--- src/rtl/core/otq_pkg.sv ---
`timescale 1ns / 1ps
`default_nettype none
package otq_pkg;

    localparam logic [1:0] CMD_ADD    = 2'd0;
    localparam logic [1:0] CMD_CANCEL = 2'd1;
    localparam logic [1:0] CMD_TICK   = 2'd2;

    localparam logic [1:0] KIND_ADD     = 2'd0;
    localparam logic [1:0] KIND_CANCEL  = 2'd1;
    localparam logic [1:0] KIND_EXPIRED = 2'd2;
    localparam logic [1:0] KIND_SUMMARY = 2'd3;

    localparam logic [1:0] STAT_OK        = 2'd0;
    localparam logic [1:0] STAT_FULL      = 2'd1;
    localparam logic [1:0] STAT_NOT_FOUND = 2'd2;

    localparam logic [47:0] TIME_MAX = 48'hFFFF_FFFF_FFFF;

    typedef struct packed {
        logic [1:0]  command;
        logic [47:0] when_time;
        logic [47:0] repeat_interval;
        logic [3:0]  target_slot;
        logic [31:0] target_tag;
        logic [47:0] now_time;
    } t_cmd;

    typedef struct packed {
        logic [1:0]  kind;
        logic [1:0]  status;
        logic [3:0]  slot;
        logic [31:0] tag;
        logic        earliest_changed;
        logic        rearmed;
        logic        next_valid;
        logic [47:0] next_expiry;
        logic        last;
    } t_res;

    typedef struct packed {
        logic [47:0] expiry;
        logic [47:0] interval;
        logic [31:0] tag;
    } t_entry;

    typedef enum logic {
        SCAN_ALL,
        SCAN_DUE
    } t_scan_mode;

    typedef struct packed {
        logic fin;
        logic found;
    } t_scan_stat;

    typedef enum logic [3:0] {
        S_IDLE,
        S_ADD_SCAN,
        S_ADD_WR,
        S_CAN_RD,
        S_CAN_CHK,
        S_TICK_SCAN,
        S_TICK_PROC,
        S_SUM_SCAN
    } t_state;

endpackage
`default_nettype wire

--- src/rtl/core/otq_mem.sv ---
`timescale 1ns / 1ps
`default_nettype none
module otq_mem import otq_pkg::*; #(
    parameter int N  = 16,
    parameter int SW = 4
) (
    input  wire logic          i_clk,
    input  wire logic          i_we,
    input  wire logic [SW-1:0] i_waddr,
    input  wire t_entry        i_wdata,
    input  wire logic          i_re,
    input  wire logic [SW-1:0] i_raddr,
    output t_entry             o_rdata
);

    t_entry r_mem [N];
    t_entry r_rdata;

    always_ff @(posedge i_clk) begin
        if (i_we) begin
            r_mem[i_waddr] <= i_wdata;
        end
        if (i_re) begin
            r_rdata <= r_mem[i_raddr];
        end
    end

    assign o_rdata = r_rdata;

endmodule
`default_nettype wire

--- src/rtl/core/otq_scan.sv ---
`timescale 1ns / 1ps
`default_nettype none
module otq_scan import otq_pkg::*; #(
    parameter int N  = 16,
    parameter int SW = 4
) (
    input  wire logic          i_clk,
    input  wire logic          i_rst_n,
    input  wire logic          i_go,
    input  wire t_scan_mode    i_mode,
    input  wire logic [47:0]   i_now,
    input  wire logic [N-1:0]  i_used,
    input  wire logic [N-1:0]  i_done,
    input  wire t_entry        i_rdata,
    output logic               o_rd,
    output logic [SW-1:0]      o_addr,
    output t_scan_stat         o_stat,
    output logic [SW-1:0]      o_best_idx,
    output t_entry             o_best
);

    logic          r_run;
    logic          r_dv;
    logic          r_fin;
    logic          r_found;
    logic [SW-1:0] r_cnt;
    logic [SW-1:0] r_didx;
    logic [SW-1:0] r_bidx;
    t_entry        r_best;
    t_scan_mode    r_mode;
    logic          w_cand;
    logic          w_take;

    // candidate filter and strict-less min, ties keep the lower slot
    assign w_cand = i_used[r_didx] &&
        (r_mode == SCAN_ALL || (!i_done[r_didx] && i_rdata.expiry <= i_now));
    assign w_take = r_dv && w_cand && (!r_found || i_rdata.expiry < r_best.expiry);

    always_ff @(posedge i_clk) begin
        if (!i_rst_n) begin
            r_run   <= 1'b0;
            r_dv    <= 1'b0;
            r_fin   <= 1'b0;
            r_found <= 1'b0;
        end else begin
            r_fin <= r_dv && (r_didx == SW'(N - 1));
            r_dv  <= r_run;
            if (i_go) begin
                r_run   <= 1'b1;
                r_found <= 1'b0;
            end else begin
                if (r_run && r_cnt == SW'(N - 1)) begin
                    r_run <= 1'b0;
                end
                if (w_take) begin
                    r_found <= 1'b1;
                end
            end
        end
    end

    always_ff @(posedge i_clk) begin
        if (i_go) begin
            r_cnt  <= '0;
            r_mode <= i_mode;
        end else if (r_run) begin
            r_cnt <= r_cnt + 1'b1;
        end
        r_didx <= r_cnt;
        if (w_take) begin
            r_bidx <= r_didx;
            r_best <= i_rdata;
        end
    end

    assign o_rd       = r_run;
    assign o_addr     = r_cnt;
    assign o_stat     = '{fin: r_fin, found: r_found};
    assign o_best_idx = r_bidx;
    assign o_best     = r_best;

endmodule
`default_nettype wire

--- src/rtl/core/ordered_timer_queue_top.sv ---
// ordered timer queue
// input: one command beat is taken when i_start is high and o_busy is low;
// i_cmd carries add, cancel or tick with its fields. command code 3 is dropped.
// output: each result beat shows on o_res for one cycle with o_res_stb high;
// the receiver cannot stall, so no result is held back. o_res.last marks the
// final beat of a command.
// work per command:
//   add     one sweep of the slot memory for the earliest expiry
//   cancel  one memory read of the slot tag
//   tick    every expired timer costs one full sweep of the slot memory to
//           find the next earliest, a sweep that finds none ends the
//           search, and a last sweep yields the summary
// the memory has one read port with a registered read; sweeps read one
// slot per cycle.
// o_busy stays high from an accepted add, cancel or tick beat until the last
// result beat is on o_res; a new beat can be taken in that same cycle.
// reset clears all slot-used bits and the tag counter; the slot memory itself
// is not cleared, entries are only used for slots in use.
`timescale 1ns / 1ps
`default_nettype none
module ordered_timer_queue_top import otq_pkg::*; #(
    parameter int TIMER_SLOTS = 16
) (
    input  wire logic i_clk,
    input  wire logic i_rst_n,
    input  wire logic i_start,
    input  wire t_cmd i_cmd,
    output logic      o_busy,
    output logic      o_res_stb,
    output t_res      o_res
);

    localparam int SW = $clog2(TIMER_SLOTS);
    localparam int IW = (SW >= 4) ? SW + 1 : 5;

    t_state              r_state, n_state;
    t_cmd                r_cmd;
    logic [TIMER_SLOTS-1:0] r_used, n_used;
    logic [TIMER_SLOTS-1:0] r_done, n_done;
    logic [31:0]         r_next_tag, n_next_tag;
    logic                r_stb, n_stb;
    t_res                r_res, n_res;

    logic                w_accept;
    logic                w_go;
    t_scan_mode          w_mode;
    logic                w_we;
    logic [SW-1:0]       w_waddr;
    t_entry              w_wdata;
    logic                w_can_re;
    logic                w_re;
    logic [SW-1:0]       w_raddr;
    t_entry              w_rdata;
    logic                w_scan_rd;
    logic [SW-1:0]       w_scan_addr;
    t_scan_stat          w_stat;
    logic [SW-1:0]       w_bidx;
    t_entry              w_best;
    logic [SW-1:0]       w_free;
    logic                w_full;
    logic [48:0]         w_sum;
    logic [47:0]         w_rearm;
    logic [IW-1:0]       w_tw;
    logic                w_inr;
    logic [SW-1:0]       w_tidx;
    logic                w_hit;

    assign o_busy   = (r_state != S_IDLE);
    assign w_accept = i_start && !o_busy;

    always_comb begin
        w_free = '0;
        for (int i = TIMER_SLOTS - 1; i >= 0; i--) begin
            if (!r_used[i]) begin
                w_free = SW'(i);
            end
        end
    end
    assign w_full = &r_used;

    assign w_sum   = {1'b0, r_cmd.now_time} + {1'b0, w_best.interval};
    assign w_rearm = w_sum[48] ? TIME_MAX : w_sum[47:0];

    assign w_tw   = IW'(r_cmd.target_slot);
    assign w_inr  = w_tw < IW'(TIMER_SLOTS);
    assign w_tidx = w_tw[SW-1:0];
    assign w_hit  = w_inr && r_used[w_tidx] && (w_rdata.tag == r_cmd.target_tag);

    assign w_re    = w_scan_rd || w_can_re;
    assign w_raddr = w_can_re ? w_tidx : w_scan_addr;

    otq_mem #(.N(TIMER_SLOTS), .SW(SW)) u_mem (
        .i_clk   (i_clk),
        .i_we    (w_we),
        .i_waddr (w_waddr),
        .i_wdata (w_wdata),
        .i_re    (w_re),
        .i_raddr (w_raddr),
        .o_rdata (w_rdata)
    );

    otq_scan #(.N(TIMER_SLOTS), .SW(SW)) u_scan (
        .i_clk      (i_clk),
        .i_rst_n    (i_rst_n),
        .i_go       (w_go),
        .i_mode     (w_mode),
        .i_now      (r_cmd.now_time),
        .i_used     (r_used),
        .i_done     (r_done),
        .i_rdata    (w_rdata),
        .o_rd       (w_scan_rd),
        .o_addr     (w_scan_addr),
        .o_stat     (w_stat),
        .o_best_idx (w_bidx),
        .o_best     (w_best)
    );

    always_comb begin
        n_state = r_state;
        case (r_state)
            S_IDLE: begin
                if (w_accept) begin
                    case (i_cmd.command)
                        CMD_ADD:    n_state = S_ADD_SCAN;
                        CMD_CANCEL: n_state = S_CAN_RD;
                        CMD_TICK:   n_state = S_TICK_SCAN;
                        default:    n_state = S_IDLE;
                    endcase
                end
            end
            S_ADD_SCAN:  if (w_stat.fin) n_state = S_ADD_WR;
            S_ADD_WR:    n_state = S_IDLE;
            S_CAN_RD:    n_state = S_CAN_CHK;
            S_CAN_CHK:   n_state = S_IDLE;
            S_TICK_SCAN: begin
                if (w_stat.fin) begin
                    n_state = w_stat.found ? S_TICK_PROC : S_SUM_SCAN;
                end
            end
            S_TICK_PROC: n_state = S_TICK_SCAN;
            S_SUM_SCAN:  if (w_stat.fin) n_state = S_IDLE;
            default:     n_state = S_IDLE;
        endcase
    end

    always_comb begin
        n_stb      = 1'b0;
        n_res      = '0;
        n_used     = r_used;
        n_done     = r_done;
        n_next_tag = r_next_tag;
        w_go       = 1'b0;
        w_mode     = SCAN_ALL;
        w_we       = 1'b0;
        w_waddr    = w_free;
        w_wdata    = '{expiry: r_cmd.when_time, interval: r_cmd.repeat_interval,
                       tag: r_next_tag + 32'd1};
        w_can_re   = 1'b0;
        case (r_state)
            S_IDLE: begin
                if (w_accept && i_cmd.command == CMD_ADD) begin
                    w_go = 1'b1;
                end
                if (w_accept && i_cmd.command == CMD_TICK) begin
                    w_go   = 1'b1;
                    w_mode = SCAN_DUE;
                    n_done = '0;
                end
            end
            S_ADD_WR: begin
                n_stb      = 1'b1;
                n_res.kind = KIND_ADD;
                n_res.last = 1'b1;
                if (w_full) begin
                    n_res.status = STAT_FULL;
                end else begin
                    w_we                   = 1'b1;
                    n_used[w_free]         = 1'b1;
                    n_next_tag             = r_next_tag + 32'd1;
                    n_res.slot             = 4'(w_free);
                    n_res.tag              = r_next_tag + 32'd1;
                    n_res.earliest_changed = !w_stat.found ||
                                             (r_cmd.when_time < w_best.expiry);
                end
            end
            S_CAN_RD: begin
                w_can_re = w_inr;
            end
            S_CAN_CHK: begin
                n_stb        = 1'b1;
                n_res.kind   = KIND_CANCEL;
                n_res.slot   = r_cmd.target_slot;
                n_res.tag    = r_cmd.target_tag;
                n_res.last   = 1'b1;
                n_res.status = w_hit ? STAT_OK : STAT_NOT_FOUND;
                if (w_hit) begin
                    n_used[w_tidx] = 1'b0;
                end
            end
            S_TICK_SCAN: begin
                if (w_stat.fin && !w_stat.found) begin
                    w_go = 1'b1;
                end
            end
            S_TICK_PROC: begin
                n_stb          = 1'b1;
                n_res.kind     = KIND_EXPIRED;
                n_res.slot     = 4'(w_bidx);
                n_res.tag      = w_best.tag;
                n_res.rearmed  = (w_best.interval != '0);
                n_done[w_bidx] = 1'b1;
                w_waddr        = w_bidx;
                w_wdata        = '{expiry: w_rearm, interval: w_best.interval,
                                   tag: w_best.tag};
                if (w_best.interval != '0) begin
                    w_we = 1'b1;
                end else begin
                    n_used[w_bidx] = 1'b0;
                end
                w_go   = 1'b1;
                w_mode = SCAN_DUE;
            end
            S_SUM_SCAN: begin
                if (w_stat.fin) begin
                    n_stb            = 1'b1;
                    n_res.kind       = KIND_SUMMARY;
                    n_res.last       = 1'b1;
                    n_res.next_valid = w_stat.found;
                    n_res.next_expiry = w_stat.found ? w_best.expiry : '0;
                end
            end
            default: begin
                n_stb = 1'b0;
            end
        endcase
    end

    always_ff @(posedge i_clk) begin
        if (!i_rst_n) begin
            r_state    <= S_IDLE;
            r_used     <= '0;
            r_done     <= '0;
            r_next_tag <= '0;
            r_stb      <= 1'b0;
        end else begin
            r_state    <= n_state;
            r_used     <= n_used;
            r_done     <= n_done;
            r_next_tag <= n_next_tag;
            r_stb      <= n_stb;
        end
    end

    always_ff @(posedge i_clk) begin
        if (w_accept) begin
            r_cmd <= i_cmd;
        end
        r_res <= n_res;
    end

    assign o_res_stb = r_stb;
    assign o_res     = r_res;

    a_accept_busy: assert property (@(posedge i_clk) disable iff (!i_rst_n)
        (w_accept && (i_cmd.command == CMD_ADD || i_cmd.command == CMD_CANCEL ||
         i_cmd.command == CMD_TICK)) |=> o_busy)
        else $error("accepted beat did not raise busy");

    a_summary_last: assert property (@(posedge i_clk) disable iff (!i_rst_n)
        (o_res_stb && o_res.kind == KIND_SUMMARY) |-> o_res.last)
        else $error("summary beat without last");

    a_expired_not_last: assert property (@(posedge i_clk) disable iff (!i_rst_n)
        (o_res_stb && o_res.kind == KIND_EXPIRED) |-> !o_res.last)
        else $error("expired beat marked last");

    a_idle_scan: assert property (@(posedge i_clk) disable iff (!i_rst_n)
        !o_busy |-> !w_scan_rd)
        else $error("slot sweep running while idle");

endmodule
`default_nettype wire
--- config.mk ---
export PLATFORM = sky130hd
export DESIGN_NAME = ordered_timer_queue_top
export DESIGN_NICKNAME = d
export VERILOG_FILES = /design/src/rtl/core/otq_pkg.sv /design/src/rtl/core/otq_mem.sv /design/src/rtl/core/otq_scan.sv /design/src/rtl/core/ordered_timer_queue_top.sv
export SDC_FILE = /design/constraint.sdc
export NUM_CORES = 2
export LEC_CHECK = 0
export BUFFER_PORTS_ARGS = -buffer_cell sky130_fd_sc_hd__buf_4
export CORE_UTILIZATION = 50
export CTS_BUF_LIST = sky130_fd_sc_hd__clkbuf_4 sky130_fd_sc_hd__clkbuf_8 sky130_fd_sc_hd__clkbuf_16
export DETAILED_ROUTE_END_ITERATION = 6
export GPL_ROUTABILITY_DRIVEN = 0
export PLACE_DENSITY_LB_ADDON = 0.3
export SYNTH_ARGS = -nofsm -noshare
export SYNTH_HDL_FRONTEND = slang
export SYNTH_SLANG_ARGS = --single-unit
--- constraint.sdc ---
create_clock -name i_clk -period 18.19 [get_ports i_clk]
set_input_delay 0 -clock i_clk [delete_from_list [all_inputs] [get_ports i_clk]]
set_output_delay 0 -clock i_clk [all_outputs]
set_load 0.01 [all_outputs]
==> run summary <==
Final Skew -> 0.0823 ns
CP max FO -> 58
fin cells -> 9805
synth unique cells -> 80
Final Hold Fails -> 0
Seq/Total Area, Yosys -> 73.7%
post-CTS setup buffer count -> 0
full die area -> 0.214 sq mm
first-pass GRT wire length -> 416 mm
drt pass-1 iters -> 6
Post-route DRC -> 0
instance area at placement -> 0.112 sq mm
maximum VDD drop -> 0.124 mV
Vias -> 60600
Setup crit end kind -> register
CP arrival -> 7.64 ns
site row count -> 168
async set-reset flop share out of synthesis -> 0%
pin count of the biggest net entering global routing -> 126
WS Path Type -> register to register
CTS tree -> done
Initial DRC Count -> 7578
Design Area, Final -> 0.124 sq mm
Final Setup Violations -> 0
EDFF count, synth -> 2489
initial antenna violation count -> 9
clock tree buffer depth -> 4
pre-CTS setup slack -> 11.07 ns
most frequent cell after synthesis -> edfxtp_1
Data required, critical path -> 18.79 ns
Critical Path, Cell by Cell -> buf_4 > nand3b_1 > mux2i_4 > buf_4 > buf_4 > buf_4 > buf_4 > mux4_2 > nand2_1 > and3_1 > a31oi_1
vias per inst -> 6.18
syn_nets -> 6423
delay-heaviest family, CP -> buffers and inverters
status -> finished, final reports clean
most frequent CP cell -> buf_4
Detail Route Antenna Nets -> 0
total clock sinks -> 2661
ratio of final minimum period to clock period -> 38.7%
Syn-to-layout area delta -> 17.3%
mean area per synthesized cell -> 17.6 sq um
core area -> 0.210 sq mm
die height -> 463 microns
power per cell area -> 122 mW/mm^2
Yosys top cell area share -> 70.4%
most instantiated cells after synthesis -> edfxtp_1 (2489), nand2_1 (842), mux4_2 (502)
Worst Path Buf+Inv -> 5
DP Cell Count -> 8944
final worst path period need -> 7.03 ns
R2R Setup Slk -> 11.16 ns
P_leak -> 0.0432 uW
synthesized area -> 0.106 sq mm
Wirelength per Cell -> 29.5 microns
setup ws final -> 11.16 ns
largest area contributor in the netlist -> edfxtp_1
Final #Nets -> 7176
FMAX -> 142 MHz
post-DP HPWL -> 159 mm
RSZ-0062 raised after global routing -> no
I/O Buffers -> 278
Tot Pwr -> 15100 uW
kind of start point of the critical path -> register
synthesis-stage register bit count -> 2661
worst-margin pin slew -> 1.35 ns
Top FF cell, synth -> edfxtp_1
setup TNS -> 0 ns
# IOs -> 279
Total GRT Usage -> 26.7%
max-slew violations -> 0
CP max stage delay -> 0.87 ns
cells after synthesis -> 6045
Clk pin slew, worst setup/hold paths -> 0.06 ns
final WL -> 290 mm
die extent in x -> 463 microns
GR Overflow Total -> 0
Max-Slew Margin vs Limit -> 9.74%
Max H-tree Level -> 5
Clk Latency, worst-skew pair -> 0.92 ns
Starting Density -> 50.5%
Syn. warnings -> 0
worst hold path type -> input port to register
vias in the first global route -> 59800
TritonCTS Buffers -> 287
CTS Root Cell -> clkbuf_16
max-cap viol count -> 0
share of cells above drive strength 1 -> 20.0%
synth top area cells -> edfxtp_1 (70%), mux4_2 (11%), dfxtp_1 (3.2%)
Critical-path top delay cell -> buf_4
-- cell families after synthesis --
family	Yosys count	share of synthesized area [%]
adders and majority gates	193	2.28
buffers and inverters	408	1.60
muxes	549	11.1
and+or+nand+nor	1438	6.08
AOI/OAI and AO/OA	666	4.15
DFF	2661	73.7
xor gates and xnor gates	130	1.07
-- sequential cells by signal, indices dropped and copies added, names as in the netlist --
name and cells:
o_res 92, u_scan.r_didx 4, u_mem.r_mem 2048, u_scan.r_fin 1, u_scan.r_dv 1, u_scan.o_addr 4, r_cmd 176, u_mem.o_rdata 128
u_scan.o_best 128, r_used 16, w_tidx 4, o_res_stb 1, u_scan.o_best_idx 4, r_next_tag 32, r_done 16, u_scan.o_rd 1
u_scan.r_mode 1, r_state 3, u_scan.r_found 1
-- worst reg2reg max path, stage by stage, from the launching register on --
cell and delay, ns:
dfxtp_2 0.31, buf_4 0.71, nand3b_1 0.78, mux2i_4 0.67, buf_4 0.87, buf_4 0.74
buf_4 0.79, buf_4 0.90, mux4_2 0.66, nand2_1 0.08, and3_1 0.16, a31oi_1 0.05
-- path summary, 6_finish.rpt --
check | start | endpoint | cells after the start
worst max-delay path | r_state[1]$_SDFFE_PN0P_ | u_mem.o_rdata[72]$_DFFE_PP_ | 11
worst min-delay path | i_cmd[181] | r_state[0]$_SDFFE_PN0P_ | 7
worst max register to register | r_state[1]$_SDFFE_PN0P_ | u_mem.o_rdata[72]$_DFFE_PP_ | 11
worst min register to register | u_mem.o_rdata[32]$_DFFE_PP_ | u_scan.o_best[32]$_DFFE_PP_ | 0
-- where the power goes --
part | switching, uW | total (uW) | internal (uW) | leakage [uW]
clock network | 2310 | 5700 | 3400 | 0.00455
registers | 130 | 7060 | 6930 | 0.0240
logic | 1220 | 2380 | 1160 | 0.0146
total | 3660 | 15100 | 11500 | 0.0432
-- what timing repair did --
action	4_1_cts	5_1_grt
hold buffers	370	0
gates resized for setup	0	0
endpoints found under the hold margin	297	0
setup endpoints to repair	0	0
-- metrics by stage --
| step | hold WS (ns) | util [%] |
|---|---|---|
| after floorplan | 0.0989 | - |
| after global placement | 0.179 | 53.1 |
| after detailed placement | 0.179 | 53.1 |
| after CTS | 0.0908 | 59.2 |
| after global routing | 0.200 | 59.2 |
| final | 0.161 | 59.2 |
-- layer usage --
layer  wire, microns  track usage, %
met2          139000            43.1
met3           26600            4.77
met5              34               0
met1          114000            36.7
met4           10100            9.44
-- cells in the final DEF, fill, tap and decap left out, types with 32 or more instances in the layout --
cell and n:
edfxtp_1 2489, nand2_1 841, mux4_2 502, buf_4 372
dlygate4sd3_1 370, clkbuf_16 297, ha_1 192, dfxtp_1 171
a21oi_1 155, and3_1 154, a31oi_1 148, nor2_1 147
inv_1 118, xnor2_1 91, a21o_1 76, clkbuf_4 66
o21ai_0 59, and2_1 54, nand4_1 53, o22a_1 47
xor2_1 39, mux2i_1 37, clkinv_1 37, o22ai_1 36
clkinv_2 35, nand3_1 34, nor2b_1 32
-- layout make-up --
class | instances | area [sq um]
antenna | 7 | 17.5
clock buffer | 372 | 8050
clock inverter | 112 | 1080
fill | 15300 | 85700
inverter | 120 | 458
multi-input combinational | 2976 | 26500
sequential | 2661 | 78200
tap | 2805 | 3510
timing repair buffer | 752 | 6700
(Power assumes the default switching activity.)
